--- config.mk ---
export PLATFORM = sky130hd
export DESIGN_NAME = service_queue_with_history_flat
export DESIGN_NICKNAME = d
export VERILOG_FILES = /design/src/sv/svq_pkg.sv /design/src/sv/svq_cmd_if.sv /design/src/sv/svq_rsp_if.sv /design/src/sv/svq_ctrl.sv /design/src/sv/svq_datapath.sv /design/src/sv/service_queue_with_history.sv /design/src/flat_wrapper.sv
export SDC_FILE = /design/constraint.sdc
export NUM_CORES = 1
export LEC_CHECK = 0
export BUFFER_PORTS_ARGS = -buffer_cell sky130_fd_sc_hd__buf_2
export CAP_MARGIN = 20
export CORE_MARGIN = 2
export CORE_UTILIZATION = 57
export CTS_CLUSTER_DIAMETER = 100
export DETAILED_ROUTE_END_ITERATION = 16
export PLACE_DENSITY = 0.75
export SYNTH_ARGS = -nofsm -noshare
export SYNTH_HDL_FRONTEND = slang
export SYNTH_SLANG_ARGS = --single-unit
export TNS_END_PERCENT = 10
--- constraint.sdc ---
create_clock -name clk_i -period 6.95 [get_ports clk_i]
set_input_delay 1.0425 -clock clk_i [delete_from_list [all_inputs] [get_ports clk_i]]
set_output_delay 1.0425 -clock clk_i [all_outputs]
set_load 0.1 [all_outputs]
--- src/sv/svq_pkg.sv ---
// svq_pkg: shared types and codes for the service queue with history
// no dependencies; imported by every module of the block
`default_nettype none

package svq_pkg;

  localparam int unsigned OP_BITS     = 3;
  localparam int unsigned STATUS_BITS = 3;
  localparam int unsigned TKT_BITS    = 16;

  typedef enum logic [OP_BITS-1:0] {
    OP_REGISTER = 3'd0,
    OP_ENQUEUE  = 3'd1,
    OP_REMOVE   = 3'd2,
    OP_PROMOTE  = 3'd3,
    OP_COMPLETE = 3'd4,
    OP_CLEAR    = 3'd5
  } op_e;

  typedef enum logic [STATUS_BITS-1:0] {
    ST_OK         = 3'd0,
    ST_EMPTY      = 3'd1,
    ST_NOT_REG    = 3'd2,
    ST_DUP        = 3'd3,
    ST_NOT_QUEUED = 3'd4,
    ST_FIRST      = 3'd5,
    ST_FULL       = 3'd6,
    ST_IDS_OUT    = 3'd7
  } status_e;

  typedef enum logic [1:0] {
    IDX_HOLD,
    IDX_ZERO,
    IDX_INC,
    IDX_DEC
  } idx_op_e;

  typedef enum logic [1:0] {
    WR_NONE,
    WR_SHL,
    WR_SHR,
    WR_FRONT
  } wr_op_e;

  // controller to datapath
  typedef struct packed {
    logic    idle;
    idx_op_e idx_op;
    logic    idx_back;
    wr_op_e  wr_op;
    logic    save;
    logic    commit;
    status_e status;
  } dp_cmd_t;

  // datapath to controller
  typedef struct packed {
    logic               loaded;
    logic [OP_BITS-1:0] op;
    logic               empty;
    logic               full;
    logic               ids_out;
    logic               none_reg;
    logic               id_bad;
    logic               hit;
    logic               last;
    logic               front;
    logic               out_free;
  } dp_stat_t;

endpackage

`default_nettype wire

--- src/sv/svq_cmd_if.sv ---
// svq_cmd_if: command channel, valid/ready with opcode and client id
// depends on svq_pkg for the opcode width
`default_nettype none

interface svq_cmd_if
  import svq_pkg::*;
#(
  parameter int unsigned ID_BITS = 8
);
  logic               valid;
  logic               ready;
  logic [OP_BITS-1:0] op;
  logic [ID_BITS-1:0] client_id;

  modport source (output valid, output op, output client_id, input ready);
  modport sink   (input valid, input op, input client_id, output ready);
endinterface

`default_nettype wire

--- src/sv/svq_rsp_if.sv ---
// svq_rsp_if: response channel, valid/ready with status, id, ticket and counts
// depends on svq_pkg for field widths
`default_nettype none

interface svq_rsp_if
  import svq_pkg::*;
#(
  parameter int unsigned ID_BITS   = 8,
  parameter int unsigned QLEN_BITS = 5,
  parameter int unsigned HCNT_BITS = 6
);
  logic                   valid;
  logic                   ready;
  logic [STATUS_BITS-1:0] status;
  logic [ID_BITS-1:0]     result_id;
  logic [TKT_BITS-1:0]    ticket;
  logic [QLEN_BITS-1:0]   queue_length;
  logic [HCNT_BITS-1:0]   history_count;

  modport source (output valid, output status, output result_id, output ticket,
                  output queue_length, output history_count, input ready);
  modport sink   (input valid, input status, input result_id, input ticket,
                  input queue_length, input history_count, output ready);
endinterface

`default_nettype wire

--- src/sv/svq_ctrl.sv ---
// svq_ctrl: command sequencer for search, shift and commit of one command
// depends on svq_pkg (dp_cmd_t, dp_stat_t, opcodes, status codes)
`default_nettype none

module svq_ctrl
  import svq_pkg::*;
(
  input  logic     clk_i,
  input  logic     rst_ni,
  input  dp_stat_t stat_i,
  output dp_cmd_t  cmd_o
);

  typedef enum logic [2:0] {
    S_IDLE,
    S_DECODE,
    S_SRCH,
    S_SHL,
    S_SHR_FILL,
    S_SHR,
    S_FRONT,
    S_DONE
  } state_e;

  state_e  state_q, state_d;
  status_e res_q, res_d;
  status_e enq_tail;

  // enqueue outcome once the id is known to be absent
  always_comb begin
    if (stat_i.id_bad) begin
      enq_tail = ST_NOT_REG;
    end else if (stat_i.full) begin
      enq_tail = ST_FULL;
    end else begin
      enq_tail = ST_OK;
    end
  end

  always_comb begin
    state_d         = state_q;
    res_d           = res_q;
    cmd_o.idle      = 1'b0;
    cmd_o.idx_op    = IDX_HOLD;
    cmd_o.idx_back  = 1'b0;
    cmd_o.wr_op     = WR_NONE;
    cmd_o.save      = 1'b0;
    cmd_o.commit    = 1'b0;
    cmd_o.status    = res_q;
    case (state_q)
      S_IDLE: begin
        cmd_o.idle   = 1'b1;
        cmd_o.idx_op = IDX_ZERO;
        if (stat_i.loaded) begin
          state_d = S_DECODE;
        end
      end
      S_DECODE: begin
        state_d = S_DONE;
        case (stat_i.op)
          OP_REGISTER: begin
            if (stat_i.ids_out) begin
              res_d = ST_IDS_OUT;
            end else if (stat_i.full) begin
              res_d = ST_FULL;
            end else begin
              res_d = ST_OK;
            end
          end
          OP_ENQUEUE: begin
            if (stat_i.none_reg) begin
              res_d = ST_NOT_REG;
            end else if (stat_i.empty) begin
              res_d = enq_tail;
            end else begin
              cmd_o.idx_op = IDX_INC;
              state_d      = S_SRCH;
            end
          end
          OP_REMOVE, OP_PROMOTE, OP_COMPLETE: begin
            if (stat_i.empty) begin
              res_d = ST_EMPTY;
            end else begin
              cmd_o.idx_op = IDX_INC;
              state_d      = S_SRCH;
            end
          end
          default: begin
            res_d = ST_OK;
          end
        endcase
      end
      S_SRCH: begin
        cmd_o.idx_op = IDX_INC;
        if (stat_i.hit) begin
          case (stat_i.op)
            OP_ENQUEUE: begin
              res_d   = ST_DUP;
              state_d = S_DONE;
            end
            OP_PROMOTE: begin
              if (stat_i.front) begin
                res_d   = ST_FIRST;
                state_d = S_DONE;
              end else begin
                cmd_o.save     = 1'b1;
                cmd_o.idx_op   = IDX_HOLD;
                cmd_o.idx_back = 1'b1;
                state_d        = S_SHR_FILL;
              end
            end
            default: begin
              if (stat_i.last) begin
                res_d   = ST_OK;
                state_d = S_DONE;
              end else begin
                state_d = S_SHL;
              end
            end
          endcase
        end else if (stat_i.last) begin
          state_d = S_DONE;
          if (stat_i.op == OP_ENQUEUE) begin
            res_d = enq_tail;
          end else begin
            res_d = ST_NOT_QUEUED;
          end
        end
      end
      S_SHL: begin
        cmd_o.wr_op  = WR_SHL;
        cmd_o.idx_op = IDX_INC;
        if (stat_i.last) begin
          res_d   = ST_OK;
          state_d = S_DONE;
        end
      end
      S_SHR_FILL: begin
        cmd_o.idx_op = IDX_DEC;
        state_d      = S_SHR;
      end
      S_SHR: begin
        cmd_o.wr_op = WR_SHR;
        if (stat_i.front) begin
          state_d = S_FRONT;
        end else begin
          cmd_o.idx_op = IDX_DEC;
        end
      end
      S_FRONT: begin
        cmd_o.wr_op = WR_FRONT;
        res_d       = ST_OK;
        state_d     = S_DONE;
      end
      S_DONE: begin
        if (stat_i.out_free) begin
          cmd_o.commit = 1'b1;
          state_d      = S_IDLE;
        end
      end
      default: begin
        state_d = S_IDLE;
      end
    endcase
  end

  always_ff @(posedge clk_i or negedge rst_ni) begin
    if (!rst_ni) begin
      state_q <= S_IDLE;
      res_q   <= ST_OK;
    end else begin
      state_q <= state_d;
      res_q   <= res_d;
    end
  end

endmodule

`default_nettype wire

--- src/sv/svq_datapath.sv ---
// svq_datapath: queue memory, history ring, counters and response register
// depends on svq_pkg, svq_cmd_if and svq_rsp_if
`default_nettype none

module svq_datapath
  import svq_pkg::*;
#(
  parameter int unsigned QUEUE_DEPTH   = 16,
  parameter int unsigned HISTORY_DEPTH = 32,
  parameter int unsigned ID_BITS       = 8
) (
  input  logic      clk_i,
  input  logic      rst_ni,
  svq_cmd_if.sink   cmd_i,
  svq_rsp_if.source rsp_o,
  input  dp_cmd_t   ctl_i,
  output dp_stat_t  stat_o
);

  localparam int unsigned CW  = $clog2(QUEUE_DEPTH + 1);
  localparam int unsigned QA  = $clog2(QUEUE_DEPTH);
  localparam int unsigned HCW = $clog2(HISTORY_DEPTH + 1);
  localparam int unsigned HA  = $clog2(HISTORY_DEPTH);
  localparam int unsigned NW  = ID_BITS + 1;
  localparam int unsigned EW  = ID_BITS + TKT_BITS;
  localparam logic [CW-1:0]  QD_C     = CW'(QUEUE_DEPTH);
  localparam logic [HCW-1:0] HD_C     = HCW'(HISTORY_DEPTH);
  localparam logic [HA-1:0]  HWR_LAST = HA'(HISTORY_DEPTH - 1);

  logic [EW-1:0]        qmem [QUEUE_DEPTH];
  logic [ID_BITS:0]     hmem [HISTORY_DEPTH];

  logic [OP_BITS-1:0]   op_q;
  logic [ID_BITS-1:0]   id_q;
  logic [CW-1:0]        count_q, count_d;
  logic [NW-1:0]        next_id_q, next_id_d;
  logic [TKT_BITS-1:0]  tkt_q, tkt_d;
  logic [HCW-1:0]       hcount_q, hcount_d;
  logic [HA-1:0]        hwr_q, hwr_d;
  logic [CW-1:0]        idx_q, idx_d;
  logic [CW-1:0]        pidx_q;
  logic [CW-1:0]        pidx_m1, pidx_p1;
  logic [EW-1:0]        rdata_q, saved_q;
  logic [ID_BITS-1:0]   rd_id;

  logic                 out_valid_q;
  logic [STATUS_BITS-1:0] out_status_q;
  logic [ID_BITS-1:0]   out_rid_q, rid_d;
  logic [TKT_BITS-1:0]  out_tkt_q;
  logic [CW-1:0]        out_qlen_q;
  logic [HCW-1:0]       out_hcnt_q;

  logic                 loaded;
  logic                 ok, do_app, do_drop, do_clr;
  logic [ID_BITS-1:0]   app_id;
  logic                 wr_en;
  logic [QA-1:0]        wr_addr;
  logic [EW-1:0]        wr_data;

  assign cmd_i.ready = ctl_i.idle;
  assign loaded      = cmd_i.valid & cmd_i.ready;

  assign rd_id   = rdata_q[EW-1:TKT_BITS];
  assign pidx_m1 = pidx_q - CW'(1);
  assign pidx_p1 = pidx_q + CW'(1);

  assign stat_o.loaded   = loaded;
  assign stat_o.op       = op_q;
  assign stat_o.empty    = (count_q == '0);
  assign stat_o.full     = (count_q >= QD_C);
  assign stat_o.ids_out  = next_id_q[ID_BITS];
  assign stat_o.none_reg = (next_id_q <= NW'(1));
  assign stat_o.id_bad   = (id_q == '0) || ({1'b0, id_q} >= next_id_q);
  assign stat_o.hit      = (rd_id == id_q);
  assign stat_o.last     = ({1'b0, pidx_q} + (CW + 1)'(1)) >= {1'b0, count_q};
  assign stat_o.front    = (pidx_q == '0);
  assign stat_o.out_free = !out_valid_q || rsp_o.ready;

  // commit decode
  assign ok      = (ctl_i.status == ST_OK);
  assign do_app  = ctl_i.commit && ok && (op_q == OP_REGISTER || op_q == OP_ENQUEUE);
  assign do_drop = ctl_i.commit && ok && (op_q == OP_REMOVE || op_q == OP_COMPLETE);
  assign do_clr  = ctl_i.commit && (op_q == OP_CLEAR);
  assign app_id  = (op_q == OP_REGISTER) ? next_id_q[ID_BITS-1:0] : id_q;

  // walk index
  always_comb begin
    idx_d = idx_q;
    if (ctl_i.idx_back) begin
      idx_d = pidx_m1;
    end else begin
      case (ctl_i.idx_op)
        IDX_ZERO: idx_d = '0;
        IDX_INC:  idx_d = idx_q + CW'(1);
        IDX_DEC:  idx_d = idx_q - CW'(1);
        default:  idx_d = idx_q;
      endcase
    end
  end

  // queue memory write port
  always_comb begin
    wr_en   = 1'b0;
    wr_addr = count_q[QA-1:0];
    wr_data = {app_id, tkt_q};
    case (ctl_i.wr_op)
      WR_SHL: begin
        wr_en   = 1'b1;
        wr_addr = pidx_m1[QA-1:0];
        wr_data = rdata_q;
      end
      WR_SHR: begin
        wr_en   = 1'b1;
        wr_addr = pidx_p1[QA-1:0];
        wr_data = rdata_q;
      end
      WR_FRONT: begin
        wr_en   = 1'b1;
        wr_addr = '0;
        wr_data = saved_q;
      end
      default: begin
        wr_en = do_app;
      end
    endcase
  end

  always_ff @(posedge clk_i) begin
    if (wr_en) begin
      qmem[wr_addr] <= wr_data;
    end
    rdata_q <= qmem[idx_q[QA-1:0]];
    if (ctl_i.save) begin
      saved_q <= rdata_q;
    end
  end

  // history ring: the oldest entry is overwritten once the ring is full
  always_ff @(posedge clk_i) begin
    if (do_drop) begin
      hmem[hwr_q] <= {id_q, (op_q == OP_COMPLETE)};
    end
  end

  always_comb begin
    count_d   = count_q;
    next_id_d = next_id_q;
    tkt_d     = tkt_q;
    hcount_d  = hcount_q;
    hwr_d     = hwr_q;
    if (do_app) begin
      count_d = count_q + CW'(1);
      tkt_d   = tkt_q + TKT_BITS'(1);
      if (op_q == OP_REGISTER) begin
        next_id_d = next_id_q + NW'(1);
      end
    end
    if (do_drop) begin
      count_d = count_q - CW'(1);
      hwr_d   = (hwr_q == HWR_LAST) ? '0 : hwr_q + HA'(1);
      if (hcount_q != HD_C) begin
        hcount_d = hcount_q + HCW'(1);
      end
    end
    if (do_clr) begin
      hcount_d = '0;
    end
  end

  always_comb begin
    case (op_q)
      OP_REGISTER: rid_d = ok ? next_id_q[ID_BITS-1:0] : '0;
      OP_ENQUEUE:  rid_d = id_q;
      OP_REMOVE, OP_PROMOTE, OP_COMPLETE: begin
        rid_d = (ctl_i.status == ST_EMPTY) ? '0 : id_q;
      end
      default:     rid_d = '0;
    endcase
  end

  always_ff @(posedge clk_i or negedge rst_ni) begin
    if (!rst_ni) begin
      count_q     <= '0;
      next_id_q   <= NW'(1);
      tkt_q       <= TKT_BITS'(1);
      hcount_q    <= '0;
      hwr_q       <= '0;
      idx_q       <= '0;
      pidx_q      <= '0;
      out_valid_q <= 1'b0;
    end else begin
      count_q   <= count_d;
      next_id_q <= next_id_d;
      tkt_q     <= tkt_d;
      hcount_q  <= hcount_d;
      hwr_q     <= hwr_d;
      idx_q     <= idx_d;
      pidx_q    <= idx_q;
      if (ctl_i.commit) begin
        out_valid_q <= 1'b1;
      end else if (rsp_o.ready) begin
        out_valid_q <= 1'b0;
      end
    end
  end

  always_ff @(posedge clk_i) begin
    if (loaded) begin
      op_q <= cmd_i.op;
      id_q <= cmd_i.client_id;
    end
    if (ctl_i.commit) begin
      out_status_q <= ctl_i.status;
      out_rid_q    <= rid_d;
      out_tkt_q    <= do_app ? tkt_q : '0;
      out_qlen_q   <= count_d;
      out_hcnt_q   <= hcount_d;
    end
  end

  assign rsp_o.valid         = out_valid_q;
  assign rsp_o.status        = out_status_q;
  assign rsp_o.result_id     = out_rid_q;
  assign rsp_o.ticket        = out_tkt_q;
  assign rsp_o.queue_length  = out_qlen_q;
  assign rsp_o.history_count = out_hcnt_q;

endmodule

`default_nettype wire

--- src/sv/service_queue_with_history.sv ---
// Register, clear and unused codes are settled at decode; keyed commands on a
// non-empty queue also search for the id, remove and complete shift the entries
// behind it forward, and promote shifts those ahead of it back and writes it first.
// One command is worked at a time, walking the dual-port queue memory one
// entry per cycle; the next command is taken while the result waits.
// Reset (async, active low): queue and history empty, next id 1, ticket 1.
`default_nettype none

module service_queue_with_history
  import svq_pkg::*;
#(
  parameter int unsigned QUEUE_DEPTH   = 16,
  parameter int unsigned HISTORY_DEPTH = 32,
  parameter int unsigned ID_BITS       = 8
) (
  input  logic      clk_i,
  input  logic      rst_ni,
  svq_cmd_if.sink   cmd_i,
  svq_rsp_if.source rsp_o
);

  dp_cmd_t  dp_cmd;
  dp_stat_t dp_stat;

  svq_ctrl u_ctrl (
    .clk_i  (clk_i),
    .rst_ni (rst_ni),
    .stat_i (dp_stat),
    .cmd_o  (dp_cmd)
  );

  svq_datapath #(
    .QUEUE_DEPTH   (QUEUE_DEPTH),
    .HISTORY_DEPTH (HISTORY_DEPTH),
    .ID_BITS       (ID_BITS)
  ) u_datapath (
    .clk_i  (clk_i),
    .rst_ni (rst_ni),
    .cmd_i  (cmd_i),
    .rsp_o  (rsp_o),
    .ctl_i  (dp_cmd),
    .stat_o (dp_stat)
  );

endmodule

`default_nettype wire

--- src/flat_wrapper.sv ---
// flat-port wrapper written by rule: the top's interface ports become plain ports
module service_queue_with_history_flat import svq_pkg::*;
#(
  parameter int unsigned QUEUE_DEPTH   = 16,
  parameter int unsigned HISTORY_DEPTH = 32,
  parameter int unsigned ID_BITS       = 8
)
  (clk_i, rst_ni, cmd_i_valid, cmd_i_op, cmd_i_client_id, cmd_i_ready, rsp_o_valid, rsp_o_status, rsp_o_result_id, rsp_o_ticket, rsp_o_queue_length, rsp_o_history_count, rsp_o_ready);
  svq_cmd_if #(.ID_BITS(ID_BITS)) cmd_i_i ();
  svq_rsp_if #(.ID_BITS(ID_BITS), .QLEN_BITS(5), .HCNT_BITS(6)) rsp_o_i ();
  input  logic clk_i;
  input  logic rst_ni;
  input wire logic [$bits(cmd_i_i.valid)-1:0] cmd_i_valid;
  input wire logic [$bits(cmd_i_i.op)-1:0] cmd_i_op;
  input wire logic [$bits(cmd_i_i.client_id)-1:0] cmd_i_client_id;
  output wire logic [$bits(cmd_i_i.ready)-1:0] cmd_i_ready;
  output wire logic [$bits(rsp_o_i.valid)-1:0] rsp_o_valid;
  output wire logic [$bits(rsp_o_i.status)-1:0] rsp_o_status;
  output wire logic [$bits(rsp_o_i.result_id)-1:0] rsp_o_result_id;
  output wire logic [$bits(rsp_o_i.ticket)-1:0] rsp_o_ticket;
  output wire logic [$bits(rsp_o_i.queue_length)-1:0] rsp_o_queue_length;
  output wire logic [$bits(rsp_o_i.history_count)-1:0] rsp_o_history_count;
  input wire logic [$bits(rsp_o_i.ready)-1:0] rsp_o_ready;
  assign cmd_i_i.valid = cmd_i_valid;
  assign cmd_i_i.op = cmd_i_op;
  assign cmd_i_i.client_id = cmd_i_client_id;
  assign cmd_i_ready = cmd_i_i.ready;
  assign rsp_o_valid = rsp_o_i.valid;
  assign rsp_o_status = rsp_o_i.status;
  assign rsp_o_result_id = rsp_o_i.result_id;
  assign rsp_o_ticket = rsp_o_i.ticket;
  assign rsp_o_queue_length = rsp_o_i.queue_length;
  assign rsp_o_history_count = rsp_o_i.history_count;
  assign rsp_o_i.ready = rsp_o_ready;
  service_queue_with_history #(.QUEUE_DEPTH(QUEUE_DEPTH), .HISTORY_DEPTH(HISTORY_DEPTH), .ID_BITS(ID_BITS)) u_core (.clk_i(clk_i), .rst_ni(rst_ni), .cmd_i(cmd_i_i), .rsp_o(rsp_o_i));
endmodule
**After elaboration in Yosys (flattened, before gate mapping)**

Memory sizes are Yosys's and may differ from the RTL's. A register that Yosys moved wholly into a read port is not among the register bits.
Cells that the tools add are included.

- Add/subtract/negate cells: 10
- Order comparisons: 4
- Equality and inequality tests: 28
- Muxes and demuxes: 61
- Bitwise operators: 1
- Reductions and logical operators: 24

Operator list:

| operator | count |
|---|---|
| 3-bit 2-to-1 mux | 22 |
| 24-bit one-hot mux with 2 select lines | 1 |
| 8-bit 2-to-1 mux | 3 |
| 3-bit one-hot mux with 8 select lines | 1 |
| 8-bit one-hot mux with 3 select lines | 1 |
| 3-bit == test, second input constant | 6 |
| 6-bit 2-to-1 mux | 3 |
| 3-bit one-hot mux with 2 select lines | 3 |
| 16-bit by 1-bit adder with 16-bit output, second input constant | 1 |
| 5-bit 2-to-1 mux | 3 |
| 5-bit one-hot mux with 3 select lines | 1 |
| 5-bit by 1-bit subtractor with 5-bit output, second input constant | 3 |
| 1-bit 2-to-1 mux | 13 |
| 3-bit by 2-bit == test with 1-bit output, second input constant | 4 |
| 2-bit one-hot mux with 6 select lines | 1 |
| 3-bit one-hot mux with 4 select lines | 1 |
| 4-bit one-hot mux with 3 select lines | 1 |
| 5-bit by 1-bit adder with 5-bit output, second input constant | 2 |
| 5-bit logical NOT | 2 |
| 9-bit by 1-bit adder with 9-bit output, second input constant | 1 |
| 3-bit by 1-bit == test with 1-bit output, second input constant | 3 |
| 8-bit by 9-bit greater-or-equal comparator with 1-bit output | 1 |
| 9-bit by 1-bit less-or-equal comparator with 1-bit output, second input constant | 1 |
| 3-bit logical NOT | 3 |
| 31 further kinds | 47 |

- Bits in registers: 126
- Memory bits (writable): 384
- Memories kept: 1

Memories:

| name | depth | bits a word | rd ports | clocked after memory_dff | write ports | line | text |
|---|---|---|---|---|---|---|---|
| u_core.u_datapath.qmem | 16 | 24 | 1 | 1 | 1 | svq_datapath.sv:30 | `logic [EW-1:0] qmem [QUEUE_DEPTH];` |

**Logic depth before layout (Yosys ltp)**

- Depth in word-level cells: 9
- Mapped depth: 17

**By module**

From an unflattened synthesis, not the netlist that was laid out.

- Cells, all modules: 758
- Area, all modules: 10999.3 µm²

By module, submodules not included:

| module | instances | cells each | area an instance (µm²) | sequential area each (µm²) |
|---|---|---|---|---|
| svq_datapath | 1 | 664 | 10327.4 | 6894.1 |
| svq_ctrl | 1 | 94 | 671.9 | 150.1 |

**Least setup slack after synthesis**

OpenSTA, ideal clock, no wires.

- Kind: reg2out
- Start: register u_core.u_ctrl.state_q[2]
- End: output cmd_i_ready
- Arrival: 2.829 ns
- Setup slack: 3.078 ns
- Cell stages (with the launch flop): 4
- Buffers on the path: 2
- Cell sequence: dfrtp_1 -> buf_2 -> buf_1 -> nor3_1

- Cells in the longest elaborated chain, start to end: 2

Ends and longest elaborated chain:

| element | line | text |
|---|---|---|
| from (decl) | svq_ctrl.sv:25 | `state_e state_q, state_d;` |
| from (signal assigned) | svq_ctrl.sv:172 | `state_q <= state_d;` |
| 3-bit logical NOT | svq_ctrl.sv:50 | `case (state_q)` |
| 1-bit 2-to-1 mux | svq_ctrl.sv:50 |  |
| to (decl) | flat_wrapper.sv:16 | `output wire logic [$bits(cmd_i_i.ready)-1:0] cmd_i_ready;` |

Every way passes these cells.

==> results.cfg <==
[synthesis]
yosys.area_share.simple_pct = 10.2
syn_area_per_cell_um2 = 14.4
yosys-top-cells-area = edfxtp_1 50%, dfrtp_1 12%, mux4_2 8.1%
yosysSeqAreaShare_pct = 63.5
synth_cell_type_count = 73
synthAdderAreaFrac_pct = 3.90
syn_nets = 819
yosys_warnings = 0
synth-edff-count = 185
synthXorXnorAreaFrac_pct = 3.95
ys_ff_latch = 246
synth_top_family_by_area = simple AND/OR/NAND/NOR gates
yosys-mux-area-fraction_pct = 8.30
yosysTopAreaCell = edfxtp_1
synthArstFlopShare_pct = 21.5
yosys_most_used_dff = edfxtp_1
synth-compound-area-share_pct = 7.37
synth_top_area_share_pct = 50.1
syn-instance-count = 770
synth_area_um2 = 11100

[clock_network]
clkTransAtPathRegs_ps = 60
htree_levels = 1
clockRootBuffer = clkbuf_16
ctsHoldBuffers = 0
ctsLongestPathBuffers = 3
numCtsBuffers = 26
clk_latency_ps = 550
cts-resized-gates = 0
cts_tree = done
cts_sinks = 246
cts_setup_buffers = 0

[global_routing]
grt_pass1_wl_um = 36900
antenna_found_initial = 0
grt_usage_pct = 23.9
grt_pass1_vias = 6620
overflow = 0
grt_max_degree = 54

[power]
powerDensity_nw_per_um2 = 524
max-vdd-ir-drop_uv = 372
total_leakage_power_nw = 4.64

[placement]
gp_congestion = 0.898
dpl.hpwl_um = 16400
dp.cells = 1056
portBuffers = 54
placedInstanceArea_um2 = 11600

[worst_setup_path]
arrival_ps = 4200
required_ps = 7130
critical_path_class = input pin to flop
start_kind = input pin
cp_max_fo = 22
end_kind = flop

[routing]
drt-total-wl_um = 24300
ant_nets = 0
drcViolationCount = 0
viasPerCell = 6.07
dr.pass1.iters = 5
num_vias = 6731
wl_per_cell_um = 21.9
first_iter_violations = 713

[floorplan]
coreArea_um2 = 19300
core.rowCount = 51
dieArea_um2 = 20600
die_x_um = 144
start_util_pct = 57.6
die_y_um = 144
io_pins = 55

[timing]
skew_ps = 18.1
rsz0062_at_grt = false
tns_ps = 0
timing_hold_violations_final = 0
tightest_slew_ps = 1100
slew_headroom_pct = 26.2
min_period_over_period_pct = 57.9
setup_viol = 0
min_period_ps = 4020
maxSlewViolCount = 0
clock.fmax_mhz = 248

[layout]
drive_gt1_share_pct = 20.4
mostFrequentLayoutCells = 185 x edfxtp_1, 63 x nand2_1, 54 x buf_2, 50 x dfrtp_1, 48 x nor2_1
final_common_cell = edfxtp_1
n_fill_cell = 1389
multiInputGateArea_um2 = 3790
syn_to_final_growth_pct = 12.5
final_area_um2 = 12500
antenna_cells = 0
seqCellArea_um2 = 7050
fin_cells = 1108
nets = 872

[flow_run]
drv_cap = 0

[outcome]
status = complete, no violations

[min_path]
hold_path_class = flop to flop
==> kinds of logic after synthesis <==
kind of cell,count (synthesis)
adder cells (fa/ha/maj),34
multiplexers,42
AND/OR/NAND/NOR,211
XOR/XNOR,50
buffers and inverters,71
AO/OA/AOI/OAI,116
flip-flops,246
==> metal layers <==
| metal | global-route usage, % | vias up | wire length, um |
|---|---|---|---|
| met5 | 0 | - | 0 |
| met4 | 8.05 | 0 | 829 |
| met3 | 4.80 | 56 | 1900 |
| met2 | 40.2 | 324 | 12100 |
| met1 | 31.6 | 3333 | 9490 |
| li1 | - | 3018 | - |
==> Yosys cell counts, types with 6 or more instances <==
library cell and n:
and2_1 19, edfxtp_1 185, xnor2_1 21, nand3_1 15
nor2_1 48, ha_1 33, clkbuf_1 10, mux4_2 40
xor2_1 29, buf_2 16, dfrtp_1 51, and3_1 10
nand2b_1 6, a211oi_1 6, nand4_1 6, dfxtp_1 8
nand2_1 63, inv_1 35, nor3_1 11, a21oi_1 26
a22o_1 7, o21ai_0 16, a21o_1 6, a221oi_1 10
a31oi_1 11
==> worst paths after layout <==
kind | slack [ps] | to | cells after the start | start
setup / recovery | 2930 | u_core.u_datapath.qmem[14][18] | 9 | rsp_o_ready
hold / removal | 450 | u_core.u_datapath.pidx_q[4] | 0 | u_core.u_datapath.idx_q[4]
setup reg to reg | 2930 | u_core.u_datapath.idx_q[4] | 16 | u_core.u_datapath.count_q[0]
hold reg to reg | 450 | u_core.u_datapath.pidx_q[4] | 0 | u_core.u_datapath.idx_q[4]
max in group asynchronous | 5780 | u_core.u_datapath.idx_q[0] | 2 | rst_ni
min in group asynchronous | 640 | u_core.u_datapath.next_id_q[4] | 2 | rst_ni
==> worst max-delay path: stages <==
cell      delay (ps)
buf_2             80
nand2b_1         220
nand4_4          210
inv_1            690
buf_4            400
nand3_1          330
a21boi_0         400
nand2_1          240
nor2_1           570
==> final cells by class <==
cell class / instances / share of cell area (%)
repair buffers: 61 / 2.78
clock buffers: 36 / 5.67
multi-input cells: 453 / 30.3
flip-flops and latches: 246 / 56.4
inverters: 35 / 1.05
clock inverters: 12 / 1.07
well taps: 265 / 2.66
==> registers in the layout (all words and copies together), names as in the netlist, 5 cells and up <==
signal	flops
u_core.u_datapath.rdata_q	8
u_core.u_datapath.rsp_o.queue_length	5
u_core.u_datapath.idx_q	5
u_core.u_datapath.rsp_o.result_id	8
u_core.u_datapath.saved_q	8
u_core.u_datapath.id_q	8
u_core.u_datapath.qmem	128
u_core.u_datapath.pidx_q	5
u_core.u_datapath.count_q	5
u_core.u_datapath.tkt_q	16
u_core.u_datapath.next_id_q	9
u_core.u_datapath.hcount_q	6
u_core.u_datapath.rsp_o.history_count	6
u_core.u_datapath.rsp_o.ticket	16
==> metrics by stage <==
step                      util (%)  worst slack [ps]  total power [mW]  hold slack (ps)
final                         64.8              2930              6.55              453
after global routing          64.8              2580              6.85              460
after CTS                     64.5              2930              6.50              448
after detailed placement      60.1              2430              5.15              442
after global placement        60.1              2620              5.06              435
after floorplan                  -              3080              4.31              349
==> report_power, final <==
part	switching [mW]	leakage, nW	internal [mW]
Clock	0.557	0.408	0.789
Combinational	1.82	1.78	0.790
Sequential	0.268	2.45	2.33
No activity file was read; power rests on OpenSTA's default activity.
